### src/rtl/pcsma_pkg.sv
// shared types, constants and generator function for the csma gate
package pcsma_pkg;

    localparam int BLOCK_SIZE_DEFAULT = 128;
    localparam int CNT_W              = 16;
    localparam int SLOT_SCALE         = 240;
    localparam int CFG_IDX_W          = 2;
    localparam int CFG_DATA_W         = 8;

    localparam logic [CFG_IDX_W-1:0] CFG_DUPLEX_MODE = 2'd0;
    localparam logic [CFG_IDX_W-1:0] CFG_PERSISTENCE = 2'd1;
    localparam logic [CFG_IDX_W-1:0] CFG_SLOT_UNITS  = 2'd2;

    localparam logic       DUPLEX_RESET      = 1'b0;
    localparam logic [7:0] PERSISTENCE_RESET = 8'd63;
    localparam logic [7:0] SLOT_UNITS_RESET  = 8'd10;

    typedef struct packed {
        logic carrier_detect;
        logic block_done;
    } item_t;

    typedef struct packed {
        logic       can_transmit;
        logic       slot_expired;
        logic [7:0] random_byte;
    } result_t;

    typedef struct packed {
        logic       duplex_mode;
        logic [7:0] persistence;
        logic [7:0] slot_units;
    } cfg_t;

    typedef struct packed {
        logic [7:0] x;
        logic [7:0] a;
        logic [7:0] b;
        logic [7:0] c;
    } rng_state_t;

    localparam rng_state_t RNG_SEED = '{x: 8'h01, a: 8'hB7, b: 8'h73, c: 8'hF6};

    // one mix pass: a ^= c ^ x, b += a, c = (c + (b >> 1)) ^ a
    function automatic rng_state_t rng_mix(input rng_state_t s);
        rng_state_t r;
        r   = s;
        r.a = s.a ^ s.c ^ s.x;
        r.b = s.b + r.a;
        r.c = (s.c + {1'b0, r.b[7:1]}) ^ r.a;
        return r;
    endfunction

    // seeds after the seeding mix
    localparam rng_state_t RNG_RESET = rng_mix(RNG_SEED);

endpackage

### src/rtl/pcsma_rng.sv
// 8-bit xabc pseudo-random generator, steps on request
module pcsma_rng (
    input  logic       clk,
    input  logic       rst_n,
    input  logic       step,
    output logic [7:0] c_now
);

    pcsma_pkg::rng_state_t state_reg;
    pcsma_pkg::rng_state_t state_next;
    pcsma_pkg::rng_state_t stepped;

    always_comb
    begin
        stepped   = state_reg;
        stepped.x = state_reg.x + 8'd1;
        stepped   = pcsma_pkg::rng_mix(stepped);
        state_next = step ? stepped : state_reg;
    end

    assign c_now = state_next.c;

    always_ff @(posedge clk or negedge rst_n)
    begin
        if (!rst_n)
        begin
            state_reg <= pcsma_pkg::RNG_RESET;
        end
        else
        begin
            state_reg <= state_next;
        end
    end

endmodule

### src/rtl/pcsma_slot.sv
// slot counter, transmit flag and result forming
module pcsma_slot #(
    parameter int BLOCK_SIZE = pcsma_pkg::BLOCK_SIZE_DEFAULT
) (
    input  logic                clk,
    input  logic                rst_n,
    input  logic                fire,
    input  pcsma_pkg::item_t    item,
    input  pcsma_pkg::cfg_t     cfg,
    input  logic [7:0]          rng_c,
    output logic                rng_step,
    output pcsma_pkg::result_t  result
);

    localparam logic [pcsma_pkg::CNT_W-1:0] BLOCK_INC = pcsma_pkg::CNT_W'(BLOCK_SIZE);
    localparam logic [pcsma_pkg::CNT_W-1:0] SCALE = pcsma_pkg::CNT_W'(pcsma_pkg::SLOT_SCALE);

    logic [pcsma_pkg::CNT_W-1:0] counter_reg;
    logic [pcsma_pkg::CNT_W-1:0] counter_next;
    logic                        flag_reg;
    logic                        flag_next;
    logic [pcsma_pkg::CNT_W-1:0] slot_len;
    logic [pcsma_pkg::CNT_W-1:0] counter_inc;
    logic                        expire;

    assign slot_len    = pcsma_pkg::CNT_W'(cfg.slot_units) * SCALE;
    assign counter_inc = counter_reg + BLOCK_INC;

    always_comb
    begin
        counter_next = counter_reg;
        flag_next    = flag_reg;
        expire       = 1'b0;
        if (item.block_done && !cfg.duplex_mode)
        begin
            if (item.carrier_detect)
            begin
                counter_next = '0;
            end
            else if (counter_inc >= slot_len)
            begin
                counter_next = '0;
                expire       = 1'b1;
                flag_next    = (cfg.persistence >= rng_c);
            end
            else
            begin
                counter_next = counter_inc;
            end
        end
    end

    assign rng_step = fire && expire;

    always_comb
    begin
        result.slot_expired = expire;
        result.random_byte  = rng_c;
        if (cfg.duplex_mode)
            result.can_transmit = 1'b1;
        else if (item.carrier_detect)
            result.can_transmit = 1'b0;
        else
            result.can_transmit = flag_next;
    end

    always_ff @(posedge clk or negedge rst_n)
    begin
        if (!rst_n)
        begin
            counter_reg <= '0;
            flag_reg    <= 1'b0;
        end
        else if (fire)
        begin
            counter_reg <= counter_next;
            flag_reg    <= flag_next;
        end
    end

endmodule

### src/rtl/p_persistent_csma_gate.sv
// top level of the p-persistent csma channel-access gate
//
//  channel   signals                                  dir   moves
//  item      item_valid, item_stall, item             in    carrier level and block flag
//  result    result_valid, result_stall, result       out   transmit permit and draw
//  cfg       cfg_valid, cfg_ready, cfg_index, cfg_data in   register write
//
// an item is taken into the input register, and its result then passes into
// the result register; one item per cycle sustained while result_stall is low
// the step itself is one pass of counter add/compare and the xabc generator
// reset puts the generator at its seeded value and clears counter and flag
// a stalled result holds the result register; the input register then holds
// its item and item_stall rises until the result is taken
module p_persistent_csma_gate #(
    parameter int BLOCK_SIZE = pcsma_pkg::BLOCK_SIZE_DEFAULT
) (
    input  logic                                clk,
    input  logic                                rst_n,
    input  logic                                item_valid,
    output logic                                item_stall,
    input  pcsma_pkg::item_t                    item,
    output logic                                result_valid,
    input  logic                                result_stall,
    output pcsma_pkg::result_t                  result,
    input  logic                                cfg_valid,
    output logic                                cfg_ready,
    input  logic [pcsma_pkg::CFG_IDX_W-1:0]     cfg_index,
    input  logic [pcsma_pkg::CFG_DATA_W-1:0]    cfg_data
);

    // configuration registers
    pcsma_pkg::cfg_t    cfg_reg;

    // input stage
    pcsma_pkg::item_t   item_reg;
    logic               item_valid_reg;

    // result stage
    pcsma_pkg::result_t result_reg;
    logic               result_valid_reg;

    logic               fire;
    logic               take;
    logic               rng_step;
    logic [7:0]         rng_c;
    pcsma_pkg::result_t step_result;

    // the input register moves on when the result slot is empty or draining
    assign fire       = item_valid_reg && (!result_valid_reg || !result_stall);
    assign item_stall = item_valid_reg && !fire;
    assign take       = item_valid && !item_stall;
    assign cfg_ready  = 1'b1;

    // config writes; an index past the list is ignored
    always_ff @(posedge clk or negedge rst_n)
    begin
        if (!rst_n)
        begin
            cfg_reg.duplex_mode <= pcsma_pkg::DUPLEX_RESET;
            cfg_reg.persistence <= pcsma_pkg::PERSISTENCE_RESET;
            cfg_reg.slot_units  <= pcsma_pkg::SLOT_UNITS_RESET;
        end
        else if (cfg_valid && cfg_ready)
        begin
            unique case (cfg_index)
                pcsma_pkg::CFG_DUPLEX_MODE: cfg_reg.duplex_mode <= cfg_data[0];
                pcsma_pkg::CFG_PERSISTENCE: cfg_reg.persistence <= cfg_data;
                pcsma_pkg::CFG_SLOT_UNITS:  cfg_reg.slot_units  <= cfg_data;
                default: ;
            endcase
        end
    end

    // input register
    always_ff @(posedge clk or negedge rst_n)
    begin
        if (!rst_n)
        begin
            item_valid_reg <= 1'b0;
        end
        else if (take)
        begin
            item_valid_reg <= 1'b1;
        end
        else if (fire)
        begin
            item_valid_reg <= 1'b0;
        end
    end

    always_ff @(posedge clk)
    begin
        if (take)
        begin
            item_reg <= item;
        end
    end

    pcsma_rng u_rng (
        .clk   (clk),
        .rst_n (rst_n),
        .step  (rng_step),
        .c_now (rng_c)
    );

    pcsma_slot #(
        .BLOCK_SIZE (BLOCK_SIZE)
    ) u_slot (
        .clk      (clk),
        .rst_n    (rst_n),
        .fire     (fire),
        .item     (item_reg),
        .cfg      (cfg_reg),
        .rng_c    (rng_c),
        .rng_step (rng_step),
        .result   (step_result)
    );

    // result register
    always_ff @(posedge clk or negedge rst_n)
    begin
        if (!rst_n)
        begin
            result_valid_reg <= 1'b0;
        end
        else if (fire)
        begin
            result_valid_reg <= 1'b1;
        end
        else if (!result_stall)
        begin
            result_valid_reg <= 1'b0;
        end
    end

    always_ff @(posedge clk)
    begin
        if (fire)
        begin
            result_reg <= step_result;
        end
    end

    assign result_valid = result_valid_reg;
    assign result       = result_reg;

endmodule
### config.mk
export PLATFORM = sky130hd
export DESIGN_NAME = p_persistent_csma_gate
export DESIGN_NICKNAME = d
export VERILOG_FILES = /design/src/rtl/pcsma_pkg.sv /design/src/rtl/pcsma_rng.sv /design/src/rtl/pcsma_slot.sv /design/src/rtl/p_persistent_csma_gate.sv
export SDC_FILE = /design/constraint.sdc
export NUM_CORES = 1
export LEC_CHECK = 0
export BUFFER_PORTS_ARGS = -buffer_cell sky130_fd_sc_hd__buf_2
export CAP_MARGIN = 20
export CORE_MARGIN = 3
export CORE_UTILIZATION = 55
export DETAILED_ROUTE_END_ITERATION = 8
export HOLD_SLACK_MARGIN = 0.05
export PLACE_DENSITY = 0.73
export SETUP_SLACK_MARGIN = 0.15
export SYNTH_ARGS = -nofsm -noshare
export SYNTH_HDL_FRONTEND = slang
export SYNTH_HIERARCHICAL = 1
export SYNTH_SLANG_ARGS = --single-unit
### constraint.sdc
create_clock -name clk -period 8.4 [get_ports clk]
set_input_delay 1.68 -clock clk [delete_from_list [all_inputs] [get_ports clk]]
set_output_delay 1.68 -clock clk [all_outputs]
set_load 0.005 [all_outputs]
# == After elaboration in Yosys (flattened, before gate mapping) ==
# Index checks and enable logic that the tools add are counted.
# op_classes
reduce_logical,17
n_lt_le_gt_ge,2
bitwise,3
add_sub_neg,4
n_eq_ne,3
n_mux,14
n_mul,1
# op_table
cell,n
$mux W16,2
$xor A8 B8 Y8,3
$add A16 B8 Y16 const B,1
$ge A16 B16 Y1,1
$mul A8 B4 Y12 const B,1
$mux W1,11
$add A8 B1 Y8 const B,1
$add A8 B7 Y8,1
$add A8 B8 Y8,1
$ge A8 B8 Y1,1
$mux W8,1
$reduce_and A2 Y1,4
$logic_and A1 B1 Y1,5
$logic_not A1 Y1,5
$eq A2 B1 Y1 const B,1
$eq A2 B2 Y1 const B,1
$logic_not A2 Y1,1
$ne A2 B1 Y1 const B,1
$reduce_bool A2 Y1,1
$logic_or A1 B1 Y1,1
# totals
regBits,80
out_inout_bits,13
in_bits,17

# == Logic depth before layout (Yosys ltp) ==
# Gate-level depths: netlist of run 1.
# depth
ltp_word,12
mapped_depth,25
depth_no_buf,24

# == Modules after synthesis ==
# Netlist of run 1, hierarchy kept.
# modules_own_cells
module,instances,cells_each,area_per_inst_um2
pcsma_rng,1,202,2114.5
pcsma_slot,1,225,1923.1
p_persistent_csma_gate,1,59,1132.3

# == Least setup slack after synthesis of run 1 ==
# Ideal clock, no wire load.
# synth_path
path_kind,register to register
startpoint,reg cfg_reg[3] (netlist name)
endpoint,"reg result_reg, in the netlist result[9] (data pin)"
path_slack_ns,1.893
stages_incl_launch_ff,25
t_arrival_ns,6.240
synth_period_minus_slack_ns,6.507
path_buffers,2
cell_sequence,dfstp_2 -> inv_1 -> fa_1 -> fa_1 -> inv_1 -> ha_1 -> nand3_1 -> o211ai_1 -> or4_1 -> a2111oi_0 -> nor4_1 -> ha_1 -> nand4_1 -> a211oi_2 -> a2111oi_4 -> a21oi_1 -> clkbuf_1 -> clkbuf_1 -> mux2_2 -> ha_1 -> nand2b_1 -> a21o_1 -> a211o_1 -> a21oi_1 -> mux2i_1
# synth_via
elab_chain_cells,12
# synth_rtl
element,line,rtl
from (decl),p_persistent_csma_gate.sv:32,pcsma_pkg::cfg_t cfg_reg;
$mul A8 B4 Y12,pcsma_slot.sv:26,assign slot_len = pcsma_pkg::CNT_W'(cfg.slot_units) * SCALE;
$ge A16 B16 Y1,pcsma_slot.sv:40,else if (counter_inc >= slot_len)
$mux W1,pcsma_slot.sv:40,
$mux W1,pcsma_slot.sv:36,if (item.carrier_detect)
$mux W1,pcsma_slot.sv:34,if (item.block_done && !cfg.duplex_mode)
$logic_and A1 B1 Y1,pcsma_slot.sv:53,assign rng_step = fire && expire;
net rng_step,p_persistent_csma_gate.sv:44,logic rng_step;
$mux W8,pcsma_rng.sv:18,state_next = step ? stepped : state_reg;
net rng_c[0],p_persistent_csma_gate.sv:45,logic [7:0] rng_c;
$ge A8 B8 Y1,pcsma_slot.sv:44,flag_next = (cfg.persistence >= rng_c);
$mux W1,pcsma_slot.sv:40,
$mux W1,pcsma_slot.sv:36,
$mux W1,pcsma_slot.sv:34,
$mux W1,pcsma_slot.sv:61,else if (item.carrier_detect)
to (signal assigned),p_persistent_csma_gate.sv:140,result_reg <= step_result;
to (decl),p_persistent_csma_gate.sv:39,pcsma_pkg::result_t result_reg;
# The timed path passes the listed nets, and every way through them passes these cells.
# A chain may end at the register's enable or synchronous reset.

# == Worst setup path in the final report of run 1 ==
# Ends and elaborated chain as after synthesis.

==> run metrics, run 1 <==
status completed; crit path max fanout 26; WL per Instance 15.3 microns; H-tree depth 3; # IOs 30; Area after DPL 5380 sq um; core area 8930 sq um; most frequent cells in the layout inv_1, ha_1, dfrtp_1; RSZ-0062 raised after global routing false; Hold Path Class reg -> reg; area grow syn2layout 7.67%; first-pass GRT wire length 16400 microns; CP required 8.49 ns; Setup Buffers After CTS 0; area of the die 10600 sq um; Total Power 1890 uW; metal2 WL 4320 microns; WS Path Type reg -> reg; Worst Skew 0.00899 ns; setup TNS 0 ns; final wirelength 9570 microns; synth warn 6; Die W 103 microns; hold_sp item_valid_reg; post-synth cell types 48; Post-CTS Resized 0; DRT Pass-1 Iters 5; Post-synth ARST share 0.836; worst hold path cell count 1; synthesized area 5170 sq um; initial antenna violation count 0; Avg Inst Size Synth 10.6 sq um; Routability Congestion 0.815; Initial Utilization 0.579; CTS tree done; Top Metal Used met4; Hold Path Sink result_valid; Final Hold Viols 0; max reg flops 32; fmax 0.148 GHz; Tmin final 6.78 ns; Congestion Overflow GR 0; Startpoint Class flip-flop; Worst Tran Pin Value 0.776 ns; post-synthesis sequential area ratio 0.370; DP Wirelength 7330 microns; power per cell area 340 nW/um^2; deepest clock path buffer count 2; layout net count 596; largest net degree at the start of global routing 62; gr usage total 0.198; Slew Limit Fails 0; cell taking the most area after synthesis dfrtp_1; hold buffer count at cts 0; wl on met1 4730 microns; DR vias 3455; clk root buf clkbuf_8; Routed Antenna Nets 0; Iter 0 DRT Violations 137; die height 103 microns; ys flop type dfrtp_1; share of cells above drive strength 1 0.216; share of the synthesized area in the top cell type 0.203; vias per cell 5.52; Sink Count 73; leakage power 0.00264 uW; slew margin rel. 0.482; Port Buffer Count 28; Max-Cap Viols 0; CP endpoint kind flip-flop; Worst Path Arrival 6.87 ns; FF-to-FF setup slack 1.62 ns; Synth area leaders dfrtp_1, ha_1, dfstp_2; Site Rows 34; number of synthesized flops with an enable pin 12; # DRC 0; Skew-Pair Late Insertion Delay 0.34 ns; Inserted Diodes 0; syn_nets 569; number of global-route vias before repair 3490; flip-flop and latch count after synthesis 73; Tcrit/Tclk final 0.807; met3 routed WL 389 microns; Peak VDD IR 0.000265 V; Clock Pin Slew Worst Setup and Hold Paths 0.08 ns; total clock buffers created by CTS 9; reg-to-reg endpoint result[9]; design area 5570 sq um; Reg2Reg Depth 24; r2r startpoint cfg_reg[3]; commonest non-fill, non-tap cell in the layout inv_1; Mapped Cells 486; # setup viols final 0
==> kinds of logic after synthesis <==
group / Yosys count / share of synthesized area
AND/OR/NAND/NOR: 111 / 0.114
flip-flops: 73 / 0.370
buffers and inverters: 71 / 0.0588
adder cells (fa/ha/maj): 66 / 0.182
AO/OA/AOI/OAI: 65 / 0.0879
XOR/XNOR: 63 / 0.110
multiplexers: 36 / 0.0777
other: 1 / 0.000725
==> metal layers <==
layer,global-route usage,vias up
li1,-,1690
met1,0.279,1686
met2,0.310,68
met3,0.0359,11
met4,0.0618,0
met5,0,-
==> synth_stat cells, drive strengths merged, types with 4 or more instances <==
cell     instances
nor3             4
xor2            22
nor2b            5
o31ai            4
mux2            33
ha              51
fa              15
nand2b           5
and3             9
o21ai           14
clkbuf           5
xnor2           41
edfxtp          12
nor3b            5
dfstp           19
buf             10
nand2           33
dfrtp           42
o211ai           5
nand3           13
nand4            6
nor2            21
a21o             4
a2111oi          4
a21oi           23
inv             56
==> report_power, final <==
group          total [uW]  internal [uW]  switching (uW)  leakage, uW
combinational        1150            516             638      0.00168
clock                 258            125             134    0.0000937
sequential            481            431            50.3     0.000862
==> area by class of cell <==
cell class | instances | area (sq um)
Fill cell | 736 | 3370
Multi-Input combinational cell | 342 | 2960
Sequential cell | 73 | 1910
Inverter | 56 | 210
Timing Repair Buffer | 31 | 163
Clock buffer | 10 | 149
Tap cell | 108 | 135
Clock inverter | 6 | 40.0
==> critical path, cell delays in order (launching register included) <==
cell and delay [ns]:
dfstp_2 0.57, inv_1 0.11, fa_1 0.51, fa_1 0.53, inv_1 0.05, ha_1 0.36
nand3_1 0.12, o211ai_1 0.11, or4_1 0.45, a2111oi_0 0.41, nor4_1 0.12, ha_1 0.38
nand4_1 0.16, nor2_1 0.16, o31ai_2 0.18, a21oi_2 0.59, buf_4 0.43, nand2_1 0.11
xnor2_1 0.26, inv_1 0.07, ha_1 0.31, a21oi_1 0.15, o21ai_0 0.10, a21oi_1 0.18
mux2i_1 0.10
==> per-stage QoR <==
step / util / instances / hold WS (ns) / worst slack, ns
after floorplan: - / 486 / 0.442 / 1.89
after global placement: 0.602 / 610 / 0.459 / 1.96
after detailed placement: 0.602 / 610 / 0.462 / 1.65
after CTS: 0.623 / 626 / 0.484 / 1.62
after global routing: 0.623 / 626 / 0.514 / 1.06
final: 0.623 / 626 / 0.481 / 1.62
==> how the worst max path moves through the flow <==
stage,cells past startpoint,end,slack (ns),startpoint
global route,24,result[9],1.06,cfg_reg[3]
CTS,24,result[9],1.62,cfg_reg[3]
finish,24,result[9],1.62,cfg_reg[3]
floorplan,24,result[9],1.89,cfg_reg[3]
global placement,24,result[9],1.96,cfg_reg[3]
detailed placement,24,result[9],1.65,cfg_reg[3]
No activity file was read; power rests on OpenSTA's default activity.
==> inputs of run 2 (changes only) <==
Settings changed: PLACE_DENSITY 0.73 to 0.76.
Clock period 8.4 ns to 5.47 ns, I/O delays scaled along.
==> run 2 against run 1 <==
  * The run now ends with setup timing left
  * Non-clock buffer count is 38 higher
  * Critical path depth shrank 3
  * Sequential power increased by 54%
  * Critical endpoint unchanged
==> run metrics, run 2 (synthesized netlist as in run 1, its figures left out) <==
status complete, but fails checks; failing checks setup timing; Worst Tran Pin Value 0.781 ns; Fillers 678; hold slack 0.479 ns; deepest clock path buffer count 2; Initial Utilization 0.579; Iter 0 DRT Violations 123; Startpoint Class flip-flop; final wirelength 10400 microns; area of the die 10600 sq um; area grow syn2layout 16.7%; Worst Skew 0.0121 ns; layout net count 634; leakage power 0.00286 uW; crit path max fanout 5; WL per Instance 15.6 microns; CP endpoint kind flip-flop; share of cells above drive strength 1 0.299; commonest non-fill, non-tap cell in the layout inv_1; clk root buf clkbuf_8; CP max stage cell dfstp_2; Tmin final 5.63 ns; Routability Congestion 0.835; multi-input logic area 3080 sq um; Worst Setup SP cfg_reg[1]; # IOs 30; Tcrit/Tclk final 1.03; FF-to-FF setup slack -0.16 ns; CP peak stage delay 0.57 ns; DP Wirelength 7870 microns; Skew-Pair Late Insertion Delay 0.35 ns; WS Path Type reg -> reg; area taken by flip-flops and latches 1910 sq um; WP depth 21; Crit path max-delay family adder cells; Peak VDD IR 0.000413 V; Worst Setup EP result[9]; Clock Pin Slew Worst Setup and Hold Paths 0.08 ns; # DRC 0; slew margin rel. 0.479; setup TNS -0.284 ns; Reg2Reg Depth 21; CTS tree done; Site Rows 34; Congestion Overflow GR 0; total clock buffers created by CTS 9; CP required 5.57 ns; largest net degree at the start of global routing 62; Port Buffer Count 28; hold buffer count at cts 0; post-layout util 0.675; DRT Pass-1 Iters 5; Worst Path Arrival 5.72 ns; count of buffer and inverter cells on the critical path 3; Hold Path Class reg -> reg; Max-Cap Viols 0; reg-to-reg endpoint result[9]; first-pass GRT wire length 17500 microns; H-tree depth 3; core area 8930 sq um; RSZ-0062 raised after global routing true; most frequent cells in the layout inv_1, ha_1, dfrtp_1; power per cell area 558 nW/um^2; Routed Antenna Nets 0; gr usage total 0.211; Die W 103 microns; vias per cell 5.52; # setup viols final 2; die height 103 microns; r2r startpoint cfg_reg[1]; Slew Limit Fails 0; Inserted Diodes 0; Sink Count 73; worst-path cell chain inv_2 > fa_1 > fa_1 > inv_2 > ha_4 > nand3_2 > o211ai_1 > or4_4 > a2111oi_4 > nor4_1 > ha_1 > buf_4 > a2111oi_4 > a21oi_4 > mux2_4 > ha_4 > nand2b_4 > a21o_1 > a211o_1 > a21oi_2 > mux2i_1; max reg flops 32; final worst setup slack -0.158 ns; fmax 0.178 GHz; number of global-route vias before repair 3688; DR vias 3663; Final Hold Viols 0; initial antenna violation count 0
## run 2: cell type report
cell class,count,share of cell area
clock buffers,11,0.0218
well taps,108,0.0224
flip-flops and latches,73,0.317
repair buffers,69,0.0755
multi-input cells,342,0.511
inverters,56,0.0353
clock inverters,5,0.0172
## run 2: how the worst min path moves through the flow
stage	start	endpoint	slack, ns	depth (start not counted)
3_5_place_dp	item_valid_reg	result_valid	0.47	1
3_3_place_gp	item_valid_reg	result_valid	0.46	1
2_1_floorplan	item_valid_reg	result_valid	0.44	1
5_1_grt	item_valid_reg	result_valid	0.51	1
6_report	item_valid_reg	result_valid	0.48	1
4_1_cts	item_valid_reg	result_valid	0.49	1
## run 2: per-stage QoR
stage | cell area, sq um | instances | worst slack (ns) | total power, uW
floorplan | 5310 | 486 | -0.495 | 2290
global placement | 5740 | 643 | -0.118 | 2690
detailed placement | 5740 | 643 | -0.245 | 2790
CTS | 6000 | 663 | -0.216 | 3360
global route | 6030 | 664 | -0.367 | 3650
finish | 6030 | 664 | -0.158 | 3360
## run 2: timing repair
action	in CTS	in global routing
buffers inserted	4	1
setup endpoints to repair	2	2
gates resized for setup	2	4
pin swaps	8	5
## run 2: metal layers
metal  global-route usage  up-vias  wire length (microns)
li1                     -     1774                      -
met1                0.292     1776                   4810
met2                0.325       97                   4840
met3               0.0622       16                    582
met4               0.0588        0                    148
met5                    0        -                      0
## run 2: report_power, final
part | internal, uW | switching [uW] | total, uW
sequential | 662 | 78.4 | 740
clock | 304 | 205 | 508
combinational | 1010 | 1100 | 2120
==> inputs of run 3 (changes only) <==
Settings changed: CORE_ASPECT_RATIO set to 1.2, RECOVER_POWER set to 25.
==> run 3 against run 2 <==
  * The run ends with capacitance limit, slew limit, setup timing left
  * Utilization down 2.0 points
  * Die area about the same
  * Sequential share of layout area up 0.46 points
  * Worst hold slack better by 0.011 ns
  * Routed wire length up 2.1%
  * Fmax down 1.6%
  * Clock-buffer cell count unchanged
  * Critical endpoint unchanged
==> run metrics, run 3 (synthesized netlist as in run 1, its figures left out) <==
Port Buffer Count 28; layout net count 625; Tcrit/Tclk final 1.05; multi-input logic area 3060 sq um; initial antenna violation count 0; Worst Skew 0.00543 ns; Hold Path Sink u_rng/state_reg[17]; status complete, but fails checks; WP depth 22; number of global-route vias before repair 3921; Initial Utilization 0.569; post-layout util 0.655; fmax 0.175 GHz; crit path max fanout 4; core area 9080 sq um; Clock Pin Slew Worst Setup and Hold Paths 0.07 ns; CP peak stage delay 0.56 ns; most frequent cells in the layout inv_1, ha_1, dfrtp_1; share of cells above drive strength 1 0.278; Max-Cap Viols 1; Startpoint Class flip-flop; die height 112 microns; # DRC 0; vias per cell 5.45; Routed Antenna Nets 0; area taken by flip-flops and latches 1910 sq um; max reg flops 32; Routability Congestion 0.850; Crit path max-delay family adder cells; CP endpoint kind flip-flop; Hold Path Class reg -> reg; r2r startpoint cfg_reg[3]; Fillers 717; FF-to-FF setup slack -0.25 ns; RSZ-0062 raised after global routing true; DR vias 3632; Congestion Overflow GR 0; Peak VDD IR 0.000419 V; Sink Count 73; failing checks capacitance limit, slew limit, setup timing; Skew-Pair Late Insertion Delay 0.36 ns; Die W 94.5 microns; DRT Pass-1 Iters 4; # IOs 30; Worst Tran Pin Value 3.37 ns; final worst setup slack -0.252 ns; # setup viols final 2; area grow syn2layout 15.0%; Worst Path Arrival 5.83 ns; slew margin rel. -1.25; CP required 5.58 ns; largest net degree at the start of global routing 62; Placed Instances 648; WS Path Type reg -> reg; clk root buf clkbuf_8; Site Rows 38; gr usage total 0.222; commonest non-fill, non-tap cell in the layout inv_1; Iter 0 DRT Violations 123; Post-Layout Cell Count 667; hold buffer count at cts 0; Inserted Diodes 0; CP max stage cell dfstp_2; Slew Limit Fails 62; area of the die 10600 sq um; DP Wirelength 8170 microns; H-tree depth 3; WL per Instance 15.9 microns; Tmin final 5.72 ns; hold_sp u_rng/state_reg[17]; worst hold path cell count 1; reg-to-reg endpoint result[9]; total clock buffers created by CTS 9; Final Hold Viols 0; final wirelength 10600 microns; worst-path cell chain inv_4 > fa_1 > fa_1 > inv_2 > ha_4 > nand3_2 > o211ai_1 > or4_4 > a2111oi_4 > nor4_1 > ha_1 > nand4_1 > a211oi_2 > a2111oi_4 > a21oi_4 > mux2_4 > ha_4 > nand2b_4 > a21o_1 > a211o_1 > a21oi_2 > mux2i_1; CTS tree done; leakage power 0.00279 uW; count of buffer and inverter cells on the critical path 2; deepest clock path buffer count 2; power per cell area 560 nW/um^2; first-pass GRT wire length 18000 microns; Reg2Reg Depth 22
[run 3: cell count changes in the layout (fill, tap and decap cells not counted), sizes merged]
| cell | before | now |
|---|---|---|
| buf | 69 | 57 |
| clkbuf | 11 | 14 |
[run 3: worst max path at each step]
| stage | from | end | slack, ns |
|---|---|---|---|
| after global placement | cfg_reg[3] | result[9] | -0.09 |
| after detailed placement | cfg_reg[3] | result[9] | -0.22 |
| after floorplan | cfg_reg[3] | result[9] | -0.50 |
| after CTS | cfg_reg[3] | result[9] | -0.18 |
| final | cfg_reg[3] | result[9] | -0.25 |
| after global routing | cfg_reg[3] | result[9] | -0.45 |
[run 3: metrics by stage]
stage          setup WS, ns  setup TNS [ns]  area [sq um]  total power [uW]  hold slack, ns
3_5_place_dp         -0.216          -0.297          5700              2770           0.483
3_3_place_gp        -0.0866         -0.0866          5700              2680           0.445
5_1_grt              -0.449          -0.875          5950              3650           0.528
2_1_floorplan        -0.495          -0.851          5310              2290           0.442
4_1_cts              -0.184          -0.329          5970              3340           0.496
6_report             -0.252          -0.459          5950              3330           0.490
[run 3: layout make-up]
| cell class | count | share of cell area |
|---|---|---|
| Tap cell | 120 | 0.0252 |
| Sequential cell | 73 | 0.321 |
| Multi-Input combinational cell | 342 | 0.514 |
| Timing Repair Buffer | 60 | 0.0642 |
| Inverter | 56 | 0.0358 |
| Clock buffer | 11 | 0.0221 |
| Clock inverter | 5 | 0.0175 |
[run 3: per-layer routing]
layer / vias up / wire [microns] / global-route usage
li1: 1759 / - / -
met1: 1782 / 4200 / 0.245
met2: 63 / 5750 / 0.401
met3: 28 / 250 / 0.0328
met4: 0 / 402 / 0.122
met5: - / 0 / 0
[run 3: power breakdown]
part / leakage [uW] / internal [uW] / total [uW] / switching [uW]
Clock: 0.000118 / 303 / 510 / 206
Sequential: 0.000862 / 662 / 736 / 74.7
Combinational: 0.00181 / 991 / 2090 / 1100
[run 3: repair_timing]
item                                    CTS  global route
resized for setup                         4             2
buffers inserted                          3             0
pin swaps                                 2             0
endpoints found under the setup margin    2             2
